===== config.mk =====
export PLATFORM = sky130hd
export DESIGN_NAME = adpcm_vag_line_decoder_top
export DESIGN_NICKNAME = d
export VERILOG_FILES = /design/src/rtl/vagdec_pkg.sv /design/src/rtl/adpcm_vag_line_decoder_top.sv
export SDC_FILE = /design/constraint.sdc
export NUM_CORES = 2
export LEC_CHECK = 0
export ABC_AREA = 1
export BUFFER_PORTS_ARGS = -buffer_cell sky130_fd_sc_hd__buf_2
export CORE_MARGIN = 2
export CORE_UTILIZATION = 51
export DETAILED_ROUTE_END_ITERATION = 7
export HOLD_SLACK_MARGIN = 0.06
export PLACE_DENSITY_LB_ADDON = 0.25
export SYNTH_ARGS = -nofsm -noshare
export SYNTH_HDL_FRONTEND = slang
export SYNTH_SLANG_ARGS = --single-unit
export TNS_END_PERCENT = 100

===== constraint.sdc =====
create_clock -name clk -period 10 [get_ports clk]
set_input_delay 2 -clock clk [delete_from_list [all_inputs] [get_ports clk]]
set_output_delay 2 -clock clk [all_outputs]
set_load 0.03 [all_outputs]

===== src/rtl/vagdec_pkg.sv =====
`default_nettype none

package vagdec_pkg;

    // line layout
    localparam int SAMPLES_PER_LINE = 28;
    localparam int POS_W = 4;
    localparam logic [POS_W-1:0] POS_HEADER = POS_W'(0);
    localparam logic [POS_W-1:0] POS_FLAG   = POS_W'(1);
    localparam logic [POS_W-1:0] POS_LAST   = POS_W'(1 + SAMPLES_PER_LINE / 2);

    localparam logic [7:0] SILENT_FLAG = 8'h07;
    localparam logic [2:0] FILTER_MAX  = 3'd4;

    // history format
    localparam int FRACTION_BITS_DEF = 16;
    localparam int HIST_W = 40;
    localparam int COEF_W = 8;
    localparam int SAMPLE_W = 16;

    typedef struct packed {
        logic       channel;
        logic [7:0] line_byte;
    } dec_line_t;

    typedef struct packed {
        logic signed [SAMPLE_W-1:0] sample;
        logic                       line_end;
    } dec_sample_t;

    // filter taps in 64ths, newest history
    function automatic logic signed [COEF_W-1:0] coef_new(input logic [2:0] filter);
        logic signed [COEF_W-1:0] c;
        unique case (filter)
            3'd0:    c = COEF_W'(0);
            3'd1:    c = COEF_W'(60);
            3'd2:    c = COEF_W'(115);
            3'd3:    c = COEF_W'(98);
            3'd4:    c = COEF_W'(122);
            default: c = COEF_W'(0);
        endcase
        return c;
    endfunction

    // filter taps in 64ths, older history
    function automatic logic signed [COEF_W-1:0] coef_old(input logic [2:0] filter);
        logic signed [COEF_W-1:0] c;
        unique case (filter)
            3'd0:    c = COEF_W'(0);
            3'd1:    c = COEF_W'(0);
            3'd2:    c = -COEF_W'(52);
            3'd3:    c = -COEF_W'(55);
            3'd4:    c = -COEF_W'(60);
            default: c = COEF_W'(0);
        endcase
        return c;
    endfunction

endpackage

`default_nettype wire


===== src/rtl/adpcm_vag_line_decoder_top.sv =====
`default_nettype none

// vag adpcm line decoder
// input channel (line_valid / line_stall / line_data): one byte of a 16-byte
//   adpcm line per word, tagged with the channel whose filter history it uses;
//   byte 0 is the header (filter, shift), byte 1 the flag, bytes 2..15 data
// output channel (sample_valid / sample_stall / sample_data): one 16-bit pcm
//   sample per word, line_end set on the 28th sample of a line
// a data byte is parked in the work register; its low-nibble sample and then
//   its high-nibble sample each pass through the output register
// header and flag bytes are not parked; a data byte stays parked for both
//   nibbles, since the single sample unit runs once per nibble and the second
//   nibble needs the history written by the first
// the output register lets the next byte be taken while a sample waits;
//   while sample_stall keeps a sample waiting, the sample unit holds and
//   line_stall rises once a byte is parked in the work register
// reset clears the byte position, header fields and both channels' history,
//   so the first byte after reset is taken as a header
module adpcm_vag_line_decoder_top
#(
    parameter int FRACTION_BITS = vagdec_pkg::FRACTION_BITS_DEF
)
(
    input  logic                    clk,
    input  logic                    rst_n,
    input  logic                    line_valid,
    output logic                    line_stall,
    input  vagdec_pkg::dec_line_t   line_data,
    output logic                    sample_valid,
    input  logic                    sample_stall,
    output vagdec_pkg::dec_sample_t sample_data
);
    import vagdec_pkg::*;

    // widths of the filter sum: products of history and taps, plus the
    // scaled nibble term, with headroom for the sum and rounding bias
    localparam int PROD_W = HIST_W + COEF_W;
    localparam int BASE_W = SAMPLE_W;
    localparam int TERM_W = BASE_W + FRACTION_BITS + 6;
    localparam int ACC_W  = ((TERM_W > PROD_W) ? TERM_W : PROD_W) + 2;
    localparam int RND_W  = ACC_W - 6;
    localparam int OUT_W  = HIST_W + 1;
    localparam int HALF   = 1 << (FRACTION_BITS - 1);

    // one data byte in flight, with the header fields of its line
    typedef struct packed {
        logic       channel;
        logic [7:0] data;
        logic [2:0] filter;
        logic [3:0] shift;
        logic       silent;
        logic       last;
    } work_t;

    logic [POS_W-1:0] pos_reg;
    logic [2:0]       filter_reg;
    logic [3:0]       shift_reg;
    logic             silent_reg;

    logic             work_valid_reg;
    logic             nib_sel_reg;
    work_t            work_reg;

    logic signed [HIST_W-1:0] prev_reg  [2];
    logic signed [HIST_W-1:0] older_reg [2];

    logic             sample_valid_reg;
    dec_sample_t      sample_reg;

    // handshake control
    logic out_free;
    logic step;
    logic work_done;
    logic line_fire;
    logic is_data;

    assign out_free  = !sample_valid_reg || !sample_stall;
    assign step      = work_valid_reg && out_free;
    assign work_done = step && nib_sel_reg;
    // a new byte may enter in the cycle the parked one issues its last sample
    assign line_stall = work_valid_reg && !work_done;
    assign line_fire  = line_valid && !line_stall;
    assign is_data    = (pos_reg != POS_HEADER) && (pos_reg != POS_FLAG);

    // sample unit: nibble term plus two-tap filter of the channel history
    logic [3:0]               nibble;
    logic signed [BASE_W-1:0] nib_ext;
    logic signed [BASE_W-1:0] base;
    logic signed [HIST_W-1:0] hist_prev;
    logic signed [HIST_W-1:0] hist_older;
    logic signed [PROD_W-1:0] prod_new;
    logic signed [PROD_W-1:0] prod_old;
    logic signed [ACC_W-1:0]  base_term;
    logic signed [ACC_W-1:0]  acc;
    logic signed [ACC_W-1:0]  acc_bias;
    logic signed [RND_W-1:0]  acc_rnd;
    logic                     hist_ovf;
    logic signed [HIST_W-1:0] hist_next;
    logic signed [OUT_W-1:0]  hist_bias;
    logic signed [OUT_W-1:0]  out_rnd;
    logic                     out_ovf;
    logic signed [SAMPLE_W-1:0] pcm;
    dec_sample_t              sample_next;

    assign nibble     = nib_sel_reg ? work_reg.data[7:4] : work_reg.data[3:0];
    // nibble sits in bits 15..12, so the word reads as the signed nibble * 4096
    assign nib_ext    = {nibble, 12'h000};
    assign base       = nib_ext >>> work_reg.shift;
    assign hist_prev  = prev_reg[work_reg.channel];
    assign hist_older = older_reg[work_reg.channel];

    assign prod_new  = PROD_W'(hist_prev) * PROD_W'(coef_new(work_reg.filter));
    assign prod_old  = PROD_W'(hist_older) * PROD_W'(coef_old(work_reg.filter));
    assign base_term = ACC_W'(base) <<< (FRACTION_BITS + 6);
    assign acc       = base_term + ACC_W'(prod_new) + ACC_W'(prod_old);

    // drop the six tap bits, half away from zero
    assign acc_bias = acc + (acc[ACC_W-1] ? ACC_W'(31) : ACC_W'(32));
    assign acc_rnd  = RND_W'(acc_bias >>> 6);

    // saturate to the history width
    assign hist_ovf  = (|acc_rnd[RND_W-1:HIST_W-1]) && !(&acc_rnd[RND_W-1:HIST_W-1]);
    assign hist_next = hist_ovf ? {acc_rnd[RND_W-1], {(HIST_W-1){~acc_rnd[RND_W-1]}}}
                                : acc_rnd[HIST_W-1:0];

    // integer part, half away from zero, then clamp to 16 bits
    assign hist_bias = OUT_W'(hist_next)
                     + (hist_next[HIST_W-1] ? OUT_W'(HALF - 1) : OUT_W'(HALF));
    assign out_rnd   = hist_bias >>> FRACTION_BITS;
    assign out_ovf   = (|out_rnd[OUT_W-1:SAMPLE_W-1]) && !(&out_rnd[OUT_W-1:SAMPLE_W-1]);
    assign pcm       = out_ovf ? {out_rnd[OUT_W-1], {(SAMPLE_W-1){~out_rnd[OUT_W-1]}}}
                               : out_rnd[SAMPLE_W-1:0];

    assign sample_next.sample   = work_reg.silent ? '0 : pcm;
    assign sample_next.line_end = work_reg.last && nib_sel_reg;

    // byte position and header fields
    always_ff @(posedge clk or negedge rst_n)
    begin
        if (!rst_n)
        begin
            pos_reg    <= '0;
            filter_reg <= '0;
            shift_reg  <= '0;
            silent_reg <= 1'b0;
        end
        else if (line_fire)
        begin
            pos_reg <= POS_W'(pos_reg + POS_W'(1));
            if (pos_reg == POS_HEADER)
            begin
                filter_reg <= (line_data.line_byte[7:4] > {1'b0, FILTER_MAX})
                              ? FILTER_MAX : line_data.line_byte[6:4];
                shift_reg  <= line_data.line_byte[3:0];
            end
            if (pos_reg == POS_FLAG)
            begin
                silent_reg <= (line_data.line_byte == SILENT_FLAG);
            end
        end
    end

    // work register control
    always_ff @(posedge clk or negedge rst_n)
    begin
        if (!rst_n)
        begin
            work_valid_reg <= 1'b0;
            nib_sel_reg    <= 1'b0;
        end
        else if (line_fire && is_data)
        begin
            work_valid_reg <= 1'b1;
            nib_sel_reg    <= 1'b0;
        end
        else if (work_done)
        begin
            work_valid_reg <= 1'b0;
            nib_sel_reg    <= 1'b0;
        end
        else if (step)
        begin
            nib_sel_reg <= 1'b1;
        end
    end

    // work register payload
    always_ff @(posedge clk)
    begin
        if (line_fire && is_data)
        begin
            work_reg.channel <= line_data.channel;
            work_reg.data    <= line_data.line_byte;
            work_reg.filter  <= filter_reg;
            work_reg.shift   <= shift_reg;
            work_reg.silent  <= silent_reg;
            work_reg.last    <= (pos_reg == POS_LAST);
        end
    end

    // per-channel filter history; a silent line leaves it alone
    always_ff @(posedge clk or negedge rst_n)
    begin
        if (!rst_n)
        begin
            prev_reg[0]  <= '0;
            prev_reg[1]  <= '0;
            older_reg[0] <= '0;
            older_reg[1] <= '0;
        end
        else if (step && !work_reg.silent)
        begin
            prev_reg[work_reg.channel]  <= hist_next;
            older_reg[work_reg.channel] <= hist_prev;
        end
    end

    // output register
    always_ff @(posedge clk or negedge rst_n)
    begin
        if (!rst_n)
        begin
            sample_valid_reg <= 1'b0;
        end
        else if (step)
        begin
            sample_valid_reg <= 1'b1;
        end
        else if (!sample_stall)
        begin
            sample_valid_reg <= 1'b0;
        end
    end

    always_ff @(posedge clk)
    begin
        if (step)
        begin
            sample_reg <= sample_next;
        end
    end

    assign sample_valid = sample_valid_reg;
    assign sample_data  = sample_reg;

    // a data byte lands in the work register on its low nibble
    a_data_load: assert property (@(posedge clk) disable iff (!rst_n)
        line_fire && is_data |=> work_valid_reg && !nib_sel_reg)
        else $error("data byte not loaded for its low nibble");

    // the high nibble always follows the low one
    a_second_nibble: assert property (@(posedge clk) disable iff (!rst_n)
        step && !nib_sel_reg |=> work_valid_reg && nib_sel_reg)
        else $error("byte retired after one sample");

    // a silent line gives zero samples
    a_silent_zero: assert property (@(posedge clk) disable iff (!rst_n)
        step && work_reg.silent |=> sample_valid && sample_data.sample == '0)
        else $error("silent line gave a nonzero sample");

    // and keeps the history
    a_silent_hist: assert property (@(posedge clk) disable iff (!rst_n)
        step && work_reg.silent |=> $stable(prev_reg[0]) && $stable(prev_reg[1])
                                    && $stable(older_reg[0]) && $stable(older_reg[1]))
        else $error("silent line changed the history");

endmodule

`default_nettype wire

Word-level counts from Yosys, hierarchy flattened --
Cells that the tools add are included.
Operators by class: multiplexer cells 25, bitwise logic cells 3, $lt $le $gt $ge 3, add/sub/neg operators 5, reduce and logical (&&, ||, !) cells 29, eq/ne operators 9, multipliers 2, shift-type cells 1, div/mod/pow operators 0
Operators with widths (number):
- 2-to-1 mux 40 bit | 8
- bitwise mux 80 bit | 2
- multiplier 40 x 8 -> 48 bit | 2
- adder 49 x 48 -> 50 bit | 1
- adder 50 x 7 -> 50 bit | 1
- adder 38 x 48 -> 49 bit | 1
- adder 40 x 17 -> 41 bit | 1
- demux 40 bit (select 1 bit) | 1
- 2-to-1 mux 16 bit | 2
- case mux 7 bit (4 select lines) | 1
- case mux 8 bit (3 select lines) | 1
- >>> shifter 16 x 4 -> 16 bit | 1
- logical AND 1 bit | 11
- AND reduction 10 bit | 1
- OR reduction 10 bit | 1
- equality test 8 x 3 -> 1 bit (second input constant) | 1
- zero test 1 bit | 7
- 2-to-1 mux 1 bit | 7
- equality test 3 x 2 -> 1 bit (second input constant) | 2
- 2-to-1 mux 6 bit | 1
- AND reduction 5 bit | 1
- OR reduction 5 bit | 1
- adder 4 x 1 -> 4 bit (second input constant) | 1
- equality test 4 x 1 -> 1 bit (second input constant) | 1
- other kinds (18) | 20
Storage, ports and cells: memory bits (read-only) 0, word-level logic and storage cells 96, output and inout port bits 19, memories 0, register bits 210, bits in writable memories 0, input bits 13, latch bits 0

Longest topological paths before layout --
depth in word-level cells 19, mapped depth 68

Least setup slack after synthesis --
Ideal clock, no wire load.
path type register -> register, start register work_reg[8] (netlist name), end register sample_reg (netlist bit sample_data[11]), data pin, clock period less this slack 10.194 ns, cell stages (with the launch flop) 56, arrival 9.918 ns, slack -0.194 ns, setup time 0.276 ns, path through edfxtp_1 -> nor2_1 -> inv_1 -> nor2_1 -> clkinv_1 -> clkbuf_1 -> nor2_1 -> fa_1 -> fa_1 -> fa_1 -> inv_1 -> fa_1 -> inv_1 -> fa_1 -> inv_1 -> fa_1 -> inv_1 -> ha_1 -> [20 not listed] -> buf_1 -> a21oi_1 -> ha_1 -> a21oi_1 -> inv_1 -> nor2_1 -> nor2_1 -> o211ai_1 -> nand3_2 -> nand3_1 -> nand2_1 -> nand2_1 -> nand2_1 -> nor2_1 -> nand3_2 -> nand2_2 -> buf_6 -> a21oi_1
Between the ends: longest elaborated chain between the ends 17, elaborated cells on any way between the ends 26, classes of those cells 4 x add/sub; 2 x mul; 4 x eq/ne; 6 x mux; 2 x bitwise; 8 x reduce/logical
Ends and longest elaborated chain:
- start, declared | line adpcm_vag_line_decoder_top.sv:62 | work_t work_reg;
- equality test 3 bit, or another cell as far along | line vagdec_pkg.sv:34, vagdec_pkg.sv:48
- case mux 7 bit (4 select lines) | line vagdec_pkg.sv:34 | unique case (filter)
- multiplier 40 x 8 -> 48 bit | line adpcm_vag_line_decoder_top.sv:112 | assign prod_new = PROD_W'(hist_prev) * PROD_W'(coef_new(work_reg.filter));
- adder 38 x 48 -> 49 bit | line adpcm_vag_line_decoder_top.sv:115 | assign acc = base_term + ACC_W'(prod_new) + ACC_W'(prod_old);
- adder 49 x 48 -> 50 bit (*) | line adpcm_vag_line_decoder_top.sv:115
- 2-to-1 mux 6 bit | line adpcm_vag_line_decoder_top.sv:118 | assign acc_bias = acc + (acc[ACC_W-1] ? ACC_W'(31) : ACC_W'(32));
- adder 50 x 7 -> 50 bit (*) | line adpcm_vag_line_decoder_top.sv:118
- AND reduction 5 bit | line adpcm_vag_line_decoder_top.sv:122 | assign hist_ovf = (|acc_rnd[RND_W-1:HIST_W-1]) && !(&acc_rnd[RND_W-1:HIST_W-1]);
- [2 not listed]
- 2-to-1 mux 40 bit (*) | line adpcm_vag_line_decoder_top.sv:123 | assign hist_next = hist_ovf ? {acc_rnd[RND_W-1], {(HIST_W-1){~acc_rnd[RND_W-1]}}}
- via hist_next[39] | line adpcm_vag_line_decoder_top.sv:98 | logic signed [HIST_W-1:0] hist_next;
- 2-to-1 mux 16 bit | line adpcm_vag_line_decoder_top.sv:128 | + (hist_next[HIST_W-1] ? OUT_W'(HALF - 1) : OUT_W'(HALF));
- adder 40 x 17 -> 41 bit (*) | line adpcm_vag_line_decoder_top.sv:128
- AND reduction 10 bit | line adpcm_vag_line_decoder_top.sv:130 | assign out_ovf = (|out_rnd[OUT_W-1:SAMPLE_W-1]) && !(&out_rnd[OUT_W-1:SAMPLE_W-1]);
- zero test 1 bit | line adpcm_vag_line_decoder_top.sv:130
- logical AND 1 bit | line adpcm_vag_line_decoder_top.sv:130
- 2-to-1 mux 16 bit (*) | line adpcm_vag_line_decoder_top.sv:131 | assign pcm = out_ovf ? {out_rnd[OUT_W-1], {(SAMPLE_W-1){~out_rnd[OUT_W-1]}}}
- end signal, assigned | line adpcm_vag_line_decoder_top.sv:239 | sample_reg <= sample_next;
- end, declared | line adpcm_vag_line_decoder_top.sv:68 | dec_sample_t sample_reg;
The timed path passes the listed nets; every way through them passes the cells marked *. A chain may end at the register's enable or synchronous reset.

Worst setup path in the final report --
start register work_reg[8] (netlist name), end register sample_reg (netlist bit sample_data[12]), data pin
Between the ends: elaborated cells on any way between the ends 26, classes of those cells 4 x add/sub; 2 x mul; 4 x eq/ne; 6 x mux; 2 x bitwise; 8 x reduce/logical
RTL lines (line):
- equality test 3 bit, or another cell as far along | vagdec_pkg.sv:34, vagdec_pkg.sv:48
- case mux 7 bit (4 select lines) | vagdec_pkg.sv:34
- multiplier 40 x 8 -> 48 bit | adpcm_vag_line_decoder_top.sv:112
- adder 38 x 48 -> 49 bit | adpcm_vag_line_decoder_top.sv:115
- adder 49 x 48 -> 50 bit (*) | adpcm_vag_line_decoder_top.sv:115
- 2-to-1 mux 6 bit | adpcm_vag_line_decoder_top.sv:118
- adder 50 x 7 -> 50 bit (*) | adpcm_vag_line_decoder_top.sv:118
- AND reduction 5 bit | adpcm_vag_line_decoder_top.sv:122
- zero test 1 bit | adpcm_vag_line_decoder_top.sv:122
- logical AND 1 bit | adpcm_vag_line_decoder_top.sv:122
- 2-to-1 mux 40 bit (*) | adpcm_vag_line_decoder_top.sv:123
- via hist_next[10] | adpcm_vag_line_decoder_top.sv:98
- adder 40 x 17 -> 41 bit (*) | adpcm_vag_line_decoder_top.sv:128
- AND reduction 10 bit | adpcm_vag_line_decoder_top.sv:130
- zero test 1 bit | adpcm_vag_line_decoder_top.sv:130
- logical AND 1 bit | adpcm_vag_line_decoder_top.sv:130
- 2-to-1 mux 16 bit (*) | adpcm_vag_line_decoder_top.sv:131
Marks and branches as above.

==> metrics.txt <==
Top FF cell, synth=dfrtp_1; hold crit path type=register to register; worst path buffer plus inverter count=15; GR Overflow Total=0; vias in the first global route=28700; Crit path largest cell delay=~0.58 ns; Synthesis Warnings=0; Detailed Route Iter0 Violations=2559; Pins Over Slew Limit=0; share of post-route cells with drive strength above 1=24.6%; setup repair after global routing missed its margin=yes; cell mode on critical path=nand2_1; TritonCTS clock tree=built; flops & latches, synth=210; Max Buffers Root-to-Sink=3; starting density of the core=51.5%; Mapped Area=31800 um^2; area added between synthesis and finish=26.8%; Vias=29400; Core Region=around 60000 um^2; Rel. slew slack=29.9%; worst-margin pin slew=1.05 ns; total track usage=31.6%; clk root buf=clkbuf_16; CTS buffer count=24; Synthesized Nets=5011; IO buf count=31; post-route ant nets=0; final net count=approximately 5500; Fillers=5393; gpl congestion=~1; worst-skew pair later-pin latency=0.57 ns; drt first pass iters=6; Die Height=around 250 um; Top delay family on crit path=adder cells; largest net degree at the start of global routing=93; CTS Sinks=210; Max Clock Skew=0.0191 ns; run status=completed; Detailed Route WL=107000 um; Critical Path RT=10.28 ns; io pins=32; CP startpoint kind=register; number of flops mapped to enable cells by yosys=35; final worst path period need=9.88 ns; fraction of registers with async set or reset after synthesis=83.3%; Peak Freq=101 MHz; vias per cell=5.18; # setup viols final=0; first-pass GRT wire length=156000 um; Post-CTS Hold Fix Bufs=0; period utilisation layout=98.8%; final worst slack=0.121 ns; Die Wd=254 um; Unique masters post-synth=50; final hold violations=0; Rows=91; WL/cell=between 15 and 20 um; pre-CTS setup slack=-0.189 ns; Crit Path Max Fanout=8; Slowest cell on crit path=fa_1; Cells after Synth=between 4000 and 5000; clk slew on worst S/H paths=roughly 0.06 ns; max cap viols=0; # H-tree levels=1; placed cell area=36400 um^2; count of non-filler cells in the finished layout=5686; placed cells=5565; initial antenna violation count=2; sequential-to-total area share from yosys stat=17.1%; Setup Crit Path Kind=register to register; CP arrival=just over 10 ns; critical path capture point type=register; DRC viols=0; Syn Area/Cell=7.37 um^2; die area=64400 um^2; DP Wirelength=about 84000 um; post-route cell area=40300 um^2; Fin Setup TNS=0 ns
metal layers:
metal	track usage [%]	vias up	wire (um)
met4	13.0	0	6130
met5	0	-	0
met2	53.9	1109	50900
met1	41.1	14100	42500
met3	3.68	276	7250
li1	-	13900	-
worst reg2reg max path, delay by kind of cell (launching register included):
family | cells | cell delay, ns
AO/OA/AOI/OAI | 4 | 0.57
adder cells (fa/ha/maj) | 8 | 3.59
buffers and inverters | 15 | 1.80
flip-flops | 1 | 0.45
AND/OR/NAND/NOR | 34 | 3.15
through the flow:
stage	hold slack, ns	utilization (%)
2_1_floorplan	0.419	-
3_3_place_gp	0.430	59.0
3_5_place_dp	0.435	59.0
4_1_cts	0.450	60.5
5_1_grt	0.463	65.4
6_report	0.449	65.4
layout by cell type, fill, tap and decap left out, types with 7 or more instances in the layout:
cell type and n:
a21oi_1 41, a21oi_2 49, a21oi_4 10, buf_12 20, buf_2 30, buf_4 514, buf_6 15, clkbuf_16 34
dfrtp_1 175, edfxtp_1 35, fa_1 437, fa_2 14, ha_1 182, ha_4 48, inv_1 915, inv_2 36
nand2_1 968, nand2_2 147, nand2_4 27, nand3_1 97, nand3_2 25, nand3_4 7, nand3b_1 9, nand4_1 41
nor2_1 411, nor2_2 74, nor2_4 52, nor3_1 10, nor3_2 10, o21ai_0 236, o21ai_1 16, o21ai_2 7
or2_2 32, xnor2_1 22, xor2_1 26
area by class of cell:
class                   instances  area (um^2)  share of cell area, %
diodes                          1         2.50                0.00620
flip-flops and latches        210         5430                   13.5
inverters                     961         3630                   8.99
clock buffers                  33          684                   1.70
well taps                     837         1050                   2.60
clock inverters                11          119                  0.295
repair buffers                594         4910                   12.2
multi-input cells            3039        24500                   60.8
worst paths after layout:
kind	startpoint	to	slack, ns	cells past startpoint
hold / removal	shift_reg[3]	work_reg[5]	0.45	0
setup / recovery	work_reg[8]	sample_data[12]	0.12	61
hold reg to reg	shift_reg[3]	work_reg[5]	0.45	0
setup reg to reg	work_reg[8]	sample_data[12]	0.12	61
min in group asynchronous	rst_n	prev_reg[54]	1.50	1
max in group asynchronous	rst_n	prev_reg[18]	7.40	2
synthesized netlist by cell type (4+ instances only):
library cell	number	area, um^2
buf_1	5	18.8
nor3_1	19	95.1
a21oi_2	9	78.8
inv_1	946	3550
nand3_2	10	100
dfrtp_1	175	4380
nand3_1	118	591
or2_2	32	200
o21ai_0	257	1290
nor3_2	5	50.1
clkinv_1	6	22.5
nand3b_1	9	67.6
nand4_1	41	257
nor2_2	20	125
edfxtp_1	35	1050
a21oi_1	91	455
nor2_1	513	1930
xnor2_1	22	193
fa_1	451	9030
nand2_1	1120	4200
ha_1	232	2900
buf_6	6	67.6
nor2_4	4	45.0
nand2_2	19	119
clkbuf_1	91	342
inv_2	9	33.8
xor2_1	27	236
kinds of logic (layout without fill, tap and decap cells):
group	Yosys count	count (layout)	share of synthesized area, %
XOR/XNOR	52	52	1.50
multiplexers	3	3	0.0944
other	0	1	0
AND/OR/NAND/NOR	1921	1922	24.8
flip-flops	210	210	17.1
buffers and inverters	1067	1599	12.8
adder cells (fa/ha/maj)	683	683	37.5
AO/OA/AOI/OAI	379	379	6.24
timing repair:
action | 4_1_cts | 5_1_grt
pin swaps | 0 | 166
resized for setup | 15 | 575
cloned | 0 | 13
setup buffers | 1 | 62
endpoints found under the setup margin | 16 | 16
Power is not shown: default switching activity piles up to over one toggle a cycle in this logic, so the estimate is an artifact.
